**config.mk**
```make
export PLATFORM = sky130hd
export DESIGN_NAME = datapoint_record_mapper_top
export DESIGN_NICKNAME = d
export VERILOG_FILES = /design/src/hdl/dprm_pkg.sv /design/src/hdl/dprm_match.sv /design/src/hdl/datapoint_record_mapper_top.sv
export SDC_FILE = /design/constraint.sdc
export NUM_CORES = 1
export LEC_CHECK = 0
export ABC_AREA = 1
export BUFFER_PORTS_ARGS = -buffer_cell sky130_fd_sc_hd__buf_2
export CELL_PAD_IN_SITES_DETAIL_PLACEMENT = 2
export CELL_PAD_IN_SITES_GLOBAL_PLACEMENT = 2
export CORE_AREA = 5 5 196 198
export CTS_BUF_LIST = sky130_fd_sc_hd__clkbuf_16
export DETAILED_ROUTE_END_ITERATION = 8
export DIE_AREA = 0 0 201 203
export PLACE_DENSITY = 0.95
export SLEW_MARGIN = 20
export SYNTH_ARGS = -nofsm -noshare
export SYNTH_HDL_FRONTEND = slang
export SYNTH_HIERARCHICAL = 1
export SYNTH_SLANG_ARGS = --single-unit
```
**constraint.sdc**
```tcl
create_clock -name clk -period 13.29 [get_ports clk]
set_clock_uncertainty 0.15 [all_clocks]
set_input_delay 1.9935 -clock clk [delete_from_list [all_inputs] [get_ports clk]]
set_output_delay 1.9935 -clock clk [all_outputs]
set_load 0.005 [all_outputs]
```
**src/hdl/dprm_pkg.sv**
```systemverilog
// Shared constants, types and value decode for the datapoint record mapper.
package dprm_pkg;

    // Table geometry and record limits
    localparam int MAP_ENTRIES     = 4;
    localparam int MAX_VALUE_BYTES = 4;
    localparam int CFG_INDEX_W     = $clog2(MAP_ENTRIES + 1);

    // Register indexes
    localparam logic [CFG_INDEX_W-1:0] REG_PARSE_ENABLE = CFG_INDEX_W'(0);
    localparam int                     REG_MAP_BASE     = 1;

    // Parser phases
    localparam logic [1:0] PH_IDLE   = 2'd0;
    localparam logic [1:0] PH_HEADER = 2'd1;
    localparam logic [1:0] PH_DATA   = 2'd2;
    localparam logic [1:0] PH_SKIP   = 2'd3;

    // Header byte positions
    localparam logic [1:0] HDR_ID     = 2'd0;
    localparam logic [1:0] HDR_TYPE   = 2'd1;
    localparam logic [1:0] HDR_LEN_HI = 2'd2;
    localparam logic [1:0] HDR_LEN_LO = 2'd3;

    // Sensor type codes
    localparam logic [7:0] SENSOR_LIMIT = 8'hF0;
    localparam logic [7:0] BUTTON_TYPE  = 8'hFE;

    // Result kinds
    localparam logic KIND_SENSOR = 1'b0;
    localparam logic KIND_BUTTON = 1'b1;

    typedef struct packed {
        logic [7:0] id;
        logic [7:0] rtype;
        logic [7:0] stype;
        logic [7:0] digits;
    } map_entry_t;

    typedef struct packed {
        logic        emit;
        logic        kind;
        logic [7:0]  stype;
        logic [31:0] value;
        logic [7:0]  digits;
        logic        button_load;
    } match_result_t;

    // Pick the value bytes that the record length calls for
    function automatic logic [31:0] decode_value(input logic [15:0] len,
                                                 input logic [31:0] acc);
        logic [31:0] val;
        val = '0;
        if (len == 16'd1) begin
            val = {24'd0, acc[7:0]};
        end else if (len == 16'd2) begin
            val = {16'd0, acc[15:0]};
        end else if (len == 16'd4) begin
            val = acc;
        end
        return val;
    endfunction

endpackage

```
**src/hdl/dprm_match.sv**
```systemverilog
// Mapping table lookup and sensor / button decision for one completed record.
module dprm_match
    import dprm_pkg::*;
(
    input  map_entry_t [MAP_ENTRIES-1:0] entries,
    input  logic [7:0]                   rec_id,
    input  logic [7:0]                   rec_type,
    input  logic [31:0]                  value,
    input  logic [31:0]                  button_last,
    output match_result_t                result
);

    logic       done;
    logic       hit;
    map_entry_t hit_entry;

    // Walk the table in order, stop at the first zero id or first match
    always_comb
    begin
        done      = 1'b0;
        hit       = 1'b0;
        hit_entry = '0;
        for (int i = 0; i < MAP_ENTRIES; i++)
        begin
            if (!done)
            begin
                if (entries[i].id == 8'd0)
                begin
                    done = 1'b1;
                end
                else if (entries[i].id == rec_id && entries[i].rtype == rec_type)
                begin
                    done      = 1'b1;
                    hit       = 1'b1;
                    hit_entry = entries[i];
                end
            end
        end
    end

    // Decide the result for the matched entry
    always_comb
    begin
        result = '0;
        if (hit)
        begin
            if (hit_entry.stype < SENSOR_LIMIT)
            begin
                result.emit   = 1'b1;
                result.kind   = KIND_SENSOR;
                result.stype  = hit_entry.stype;
                result.value  = value;
                result.digits = hit_entry.digits;
            end
            else if (hit_entry.stype == BUTTON_TYPE && !value[31])
            begin
                // Press only on a change from a known previous value
                result.button_load = 1'b1;
                result.emit        = !button_last[31] && (button_last != value);
                result.kind        = KIND_BUTTON;
            end
        end
    end

endmodule

```
**src/hdl/datapoint_record_mapper_top.sv**
```systemverilog
// Top level of the datapoint record mapper: byte parser, config registers, result register.
//
//   channel  | handshake          | payload
//   ---------+--------------------+------------------------------------------------
//   in       | in_valid/in_ready  | data_byte[7:0], message_start
//   out      | out_valid/out_ready| event_kind, sensor_type[7:0], sensor_value[31:0],
//            |                    | decimal_digits[7:0]
//   cfg      | cfg_valid/cfg_ready| cfg_index[2:0], cfg_data[31:0]
//
// One item per cycle while in_ready is high: parse, table match and decode all sit between the parser
// state and the result register, so a result appears in the cycle after its last byte is accepted.
// in_ready drops only while a result is held and out_ready is low.
// cfg_ready is always high. Reset clears the parser, registers and result valid;
// the last button value resets to all ones (no value yet).
module datapoint_record_mapper_top
    import dprm_pkg::*;
(
    input  logic                   clk,
    input  logic                   rst_n,
    input  logic                   in_valid,
    output logic                   in_ready,
    input  logic [7:0]             data_byte,
    input  logic                   message_start,
    output logic                   out_valid,
    input  logic                   out_ready,
    output logic                   event_kind,
    output logic [7:0]             sensor_type,
    output logic signed [31:0]     sensor_value,
    output logic [7:0]             decimal_digits,
    input  logic                   cfg_valid,
    output logic                   cfg_ready,
    input  logic [CFG_INDEX_W-1:0] cfg_index,
    input  logic [31:0]            cfg_data
);

    logic                         parse_enable_reg;
    map_entry_t [MAP_ENTRIES-1:0] map_entry_reg;

    logic [1:0]  phase_reg, phase_next;
    logic [1:0]  hdr_idx_reg, hdr_idx_next;
    logic [7:0]  rec_id_reg, rec_id_next;
    logic [7:0]  rec_type_reg, rec_type_next;
    logic [15:0] rec_len_reg, rec_len_next;
    logic [15:0] bytes_left_reg, bytes_left_next;
    logic [31:0] acc_reg, acc_next;
    logic [31:0] button_last_reg;

    logic        out_valid_reg;
    logic        kind_reg;
    logic [7:0]  stype_reg;
    logic [31:0] value_reg;
    logic [7:0]  digits_reg;

    logic          in_accept;
    logic          finish;
    logic [31:0]   finish_value;
    logic [15:0]   new_len;
    match_result_t match;

    assign in_ready  = !out_valid_reg || out_ready;
    assign in_accept = in_valid && in_ready;
    assign cfg_ready = 1'b1;
    assign new_len   = {rec_len_reg[15:8], data_byte};

    // Configuration registers
    always_ff @(posedge clk or negedge rst_n)
    begin
        if (!rst_n)
        begin
            parse_enable_reg <= 1'b0;
            map_entry_reg    <= '0;
        end
        else if (cfg_valid)
        begin
            if (cfg_index == REG_PARSE_ENABLE)
            begin
                parse_enable_reg <= cfg_data[0];
            end
            for (int i = 0; i < MAP_ENTRIES; i++)
            begin
                if (cfg_index == CFG_INDEX_W'(REG_MAP_BASE + i))
                begin
                    map_entry_reg[i] <= map_entry_t'(cfg_data);
                end
            end
        end
    end

    // Advance the parser by one byte
    always_comb
    begin
        phase_next      = phase_reg;
        hdr_idx_next    = hdr_idx_reg;
        rec_id_next     = rec_id_reg;
        rec_type_next   = rec_type_reg;
        rec_len_next    = rec_len_reg;
        bytes_left_next = bytes_left_reg;
        acc_next        = acc_reg;
        finish          = 1'b0;
        finish_value    = '0;
        if (!parse_enable_reg)
        begin
            phase_next   = PH_IDLE;
            hdr_idx_next = HDR_ID;
        end
        else if (message_start)
        begin
            // Drop any record in progress
            phase_next   = PH_HEADER;
            hdr_idx_next = HDR_ID;
        end
        else
        begin
            unique case (phase_reg)
                PH_HEADER:
                begin
                    unique case (hdr_idx_reg)
                        HDR_ID:
                        begin
                            rec_id_next  = data_byte;
                            hdr_idx_next = HDR_TYPE;
                        end
                        HDR_TYPE:
                        begin
                            rec_type_next = data_byte;
                            hdr_idx_next  = HDR_LEN_HI;
                        end
                        HDR_LEN_HI:
                        begin
                            rec_len_next = {data_byte, 8'd0};
                            hdr_idx_next = HDR_LEN_LO;
                        end
                        default:
                        begin
                            rec_len_next    = new_len;
                            hdr_idx_next    = HDR_ID;
                            acc_next        = '0;
                            bytes_left_next = new_len;
                            if (new_len == 16'd0)
                            begin
                                // Empty record completes right away with value zero
                                finish = 1'b1;
                            end
                            else if (new_len > 16'(MAX_VALUE_BYTES))
                            begin
                                phase_next = PH_SKIP;
                            end
                            else
                            begin
                                phase_next = PH_DATA;
                            end
                        end
                    endcase
                end
                PH_DATA:
                begin
                    acc_next        = {acc_reg[23:0], data_byte};
                    bytes_left_next = bytes_left_reg - 16'd1;
                    if (bytes_left_reg == 16'd1)
                    begin
                        finish       = 1'b1;
                        finish_value = decode_value(rec_len_reg, acc_next);
                        phase_next   = PH_HEADER;
                        hdr_idx_next = HDR_ID;
                    end
                end
                PH_SKIP:
                begin
                    bytes_left_next = bytes_left_reg - 16'd1;
                    if (bytes_left_reg == 16'd1)
                    begin
                        phase_next   = PH_HEADER;
                        hdr_idx_next = HDR_ID;
                    end
                end
                default:
                begin
                    phase_next = PH_IDLE;
                end
            endcase
        end
    end

    dprm_match u_match (
        .entries     (map_entry_reg),
        .rec_id      (rec_id_reg),
        .rec_type    (rec_type_reg),
        .value       (finish_value),
        .button_last (button_last_reg),
        .result      (match)
    );

    // Parser state and last button value
    always_ff @(posedge clk or negedge rst_n)
    begin
        if (!rst_n)
        begin
            phase_reg       <= PH_IDLE;
            hdr_idx_reg     <= HDR_ID;
            rec_id_reg      <= '0;
            rec_type_reg    <= '0;
            rec_len_reg     <= '0;
            bytes_left_reg  <= '0;
            acc_reg         <= '0;
            button_last_reg <= '1;
        end
        else if (in_accept)
        begin
            phase_reg      <= phase_next;
            hdr_idx_reg    <= hdr_idx_next;
            rec_id_reg     <= rec_id_next;
            rec_type_reg   <= rec_type_next;
            rec_len_reg    <= rec_len_next;
            bytes_left_reg <= bytes_left_next;
            acc_reg        <= acc_next;
            if (finish && match.button_load)
            begin
                button_last_reg <= finish_value;
            end
        end
    end

    // Result valid: set on a new result, clear when taken
    always_ff @(posedge clk or negedge rst_n)
    begin
        if (!rst_n)
        begin
            out_valid_reg <= 1'b0;
        end
        else if (in_accept && finish && match.emit)
        begin
            out_valid_reg <= 1'b1;
        end
        else if (out_ready)
        begin
            out_valid_reg <= 1'b0;
        end
    end

    // Result payload
    always_ff @(posedge clk)
    begin
        if (in_accept && finish && match.emit)
        begin
            kind_reg   <= match.kind;
            stype_reg  <= match.stype;
            value_reg  <= match.value;
            digits_reg <= match.digits;
        end
    end

    assign out_valid      = out_valid_reg;
    assign event_kind     = kind_reg;
    assign sensor_type    = stype_reg;
    assign sensor_value   = value_reg;
    assign decimal_digits = digits_reg;

endmodule

```
==> out/metrics.yaml <==
status:
  status: "complete, no violations"
placement:
  portBuffers: 99
  gp_congestion: 0.797
  placed_cells: 2236
  hpwl_um: 35500
  placed_area_um2: 15200
pwr:
  p_per_area_nw_per_um2: 177
  power.leakage_nw: 7.63
  vdd_drop_max_mv: 0.120
floorplan:
  die_w_um: 201
  die_height_um: 203
  die-area_um2: 40800
  design.core.area_um2: 36300
  io_pins: 101
  rows: 70
  initial_core_util: 0.395
global_route:
  grt_max_degree: 100
  antenna_found_initial: 1
  grt_pass1_wl_um: 95200
  grt-ovfl-total: 0
  first_global_vias: 15400
  grtUsageTotal: 0.299
critical_path:
  crit_required_ps: 13370
  crit_arrival_ps: 5640
  worstSetupStartpointType: "input pin"
  cp-end-kind: "register"
  crit_type: "in2reg"
  crit_fanout: 49
cts:
  cts_setup_buffers: 0
  clockRootBuffer: "clkbuf_16"
  cts_buffers: 36
  clkTransAtPathRegs_ps: 60
  clock_latency_ps: 560
  cts_resized: 0
  cts_buffer_depth: 3
  clock_sinks: 287
  cts_tree: "done"
  cts.hold.buffers_added: 0
  h-tree-depth: 2
sta:
  max_freq_mhz: 180
  slew-limit-headroom: 0.324
  period_share: 0.419
  final_max_slew_viol_count: 0
  hold_viol: 0
  period_minus_slack_ps: 5560
  rsz0062_at_grt: "no"
  max_slew.worst_pin.slew_ps: 1010
  fin_setup_tns_ps: 0
  finalSetupViolations: 0
finish:
  final_cell_mix: "nand2_1 (462), inv_1 (222), dfrtp_1 (206)"
  largest_reg_flops: 128
  final_cell_area_um2: 16300
  nNetsFinal: 1867
  drive_gt1_frac: 0.172
  final_core_util: 0.450
  layout_commonest_cell: "nand2_1"
  antenna_cells: 0
  n_fill_cell: 3959
  stdcell_count: 2301
  areaGrowthSynthToFinish_pct: 13.7
detailed_routing:
  ant_nets: 0
  drcViolationCount: 0
  drtIter0Drc: 836
  drt_wl_total_um: 61800
  wl_per_cell_um: 26.9
  vias: 13200
  via_per_inst: 5.71
  drtPass1Iterations: 5
min_path:
  hp-class: "reg2reg"
synth:
  syn_inst: 1721
  synth.distinct_cells: 52
  yosys_register_bits: 287
  ys_warn_count: 6
  syn_nets: 1782
  syn_avg_cell_area_um2: 8.35
  syn_area_um2: 14400
  seq_area_frac_synth: 0.520
flow_run:
  max_cap_violations: 0
-- cell usage after synthesis (all sizes together) --
| library cell | instances | area share |
|---|---|---|
| a21boi | 2 | 0.0010 |
| o31ai | 1 | 0.00052 |
| edfxtp | 49 | 0.10 |
| a31oi | 1 | 0.00044 |
| o211ai | 7 | 0.0046 |
| inv | 242 | 0.063 |
| nor2 | 175 | 0.054 |
| buf | 32 | 0.017 |
| ha | 12 | 0.010 |
| clkbuf | 29 | 0.0076 |
| nor3 | 10 | 0.0046 |
| nand2 | 471 | 0.13 |
| xnor2 | 30 | 0.018 |
| xor2 | 22 | 0.013 |
| conb | 1 | 0.00026 |
| or2 | 10 | 0.0044 |
| nand4 | 12 | 0.0063 |
| dfstp | 32 | 0.059 |
| dfrtp | 206 | 0.36 |
| nand3 | 60 | 0.023 |
| nand3b | 14 | 0.0076 |
| a211oi | 1 | 0.00052 |
| o22ai | 29 | 0.013 |
| a21oi | 21 | 0.0076 |
| o22a | 1 | 0.00061 |
| nor4 | 2 | 0.00087 |
| o2111ai | 2 | 0.0012 |
| nor3b | 2 | 0.0018 |
| o21ai | 244 | 0.092 |
| and3 | 1 | 0.00044 |
-- kinds of logic (layout without fill, tap and decap cells) --
| group | after synthesis | count (layout) | share of synthesized area |
|---|---|---|---|
| compound gates | 309 | 309 | 0.121 |
| xor+xnor | 52 | 52 | 0.0317 |
| fa+ha+maj | 12 | 12 | 0.0104 |
| buf+inv | 303 | 415 | 0.0879 |
| flops | 287 | 287 | 0.520 |
| other cells | 1 | 1 | 0.000261 |
| simple gates | 757 | 757 | 0.229 |
-- final cells by class --
type | count | area, um^2 | area share
inverters | 242 | 908 | 0.0556
multi-input cells | 1131 | 5660 | 0.346
flip-flops and latches | 287 | 7470 | 0.457
clock inverters | 28 | 215 | 0.0132
repair buffers | 108 | 577 | 0.0353
clock buffers | 37 | 926 | 0.0567
well taps | 468 | 586 | 0.0358
-- critical path, cell delays in order --
cell	delay, ps
buf_2	120
inv_1	100
nand2_2	170
inv_1	180
nand2_1	120
nor2_4	510
nand2_1	290
inv_1	200
xnor2_1	160
nand4_1	110
nor4_1	540
nand3_1	140
and3_1	220
nand3_1	140
nand2_1	90
inv_1	140
nor2_4	50
buf_4	330
-- metal layers --
layer  wire length, um  global-route usage  up-vias
met2             31500               0.537      529
met3              3130              0.0567      222
met1             23700               0.338     6768
li1                  -                   -     5631
met5                 0                   0        -
met4              3460               0.160        0
-- worst paths after layout --
path / to / startpoint / depth (start not counted) / slack (ps)
min in group asynchronous: map_entry_reg[29]$_DFFE_PN0P_ / rst_n / 1 / 1280
max: sensor_value[23]$_DFFE_PP_ / message_start / 18 / 7730
min: button_last_reg[22]$_DFFE_PN1P_ / button_last_reg[22]$_DFFE_PN1P_ / 2 / 350
min reg2reg: button_last_reg[22]$_DFFE_PN1P_ / button_last_reg[22]$_DFFE_PN1P_ / 2 / 350
max reg2reg: button_last_reg[21]$_DFFE_PN1P_ / rec_id_reg[7]$_DFFE_PN0P_ / 19 / 7920
max in group asynchronous: acc_reg[13]$_DFFE_PN0P_ / rst_n / 3 / 9520
-- through the flow --
step | setup slack, ps | hold slack [ps] | total power [W]
3_3_place_gp | 7780 | 310 | 0.00171
6_report | 7730 | 352 | 0.00290
3_5_place_dp | 7400 | 324 | 0.00180
4_1_cts | 7800 | 353 | 0.00290
5_1_grt | 7660 | 362 | 0.00301
2_1_floorplan | 6980 | 294 | 0.00156
-- where the power goes --
| group | total (W) | internal (W) | leakage [nW] | switching (W) |
|---|---|---|---|---|
| clock network | 0.000999 | 0.000567 | 0.582 | 0.000433 |
| logic | 0.000658 | 0.000194 | 3.74 | 0.000464 |
| registers | 0.00124 | 0.00105 | 3.31 | 0.000188 |
| total | 0.00290 | 0.00181 | 7.63 | 0.00108 |
Note: power is estimated with default switching activity, not from simulation.
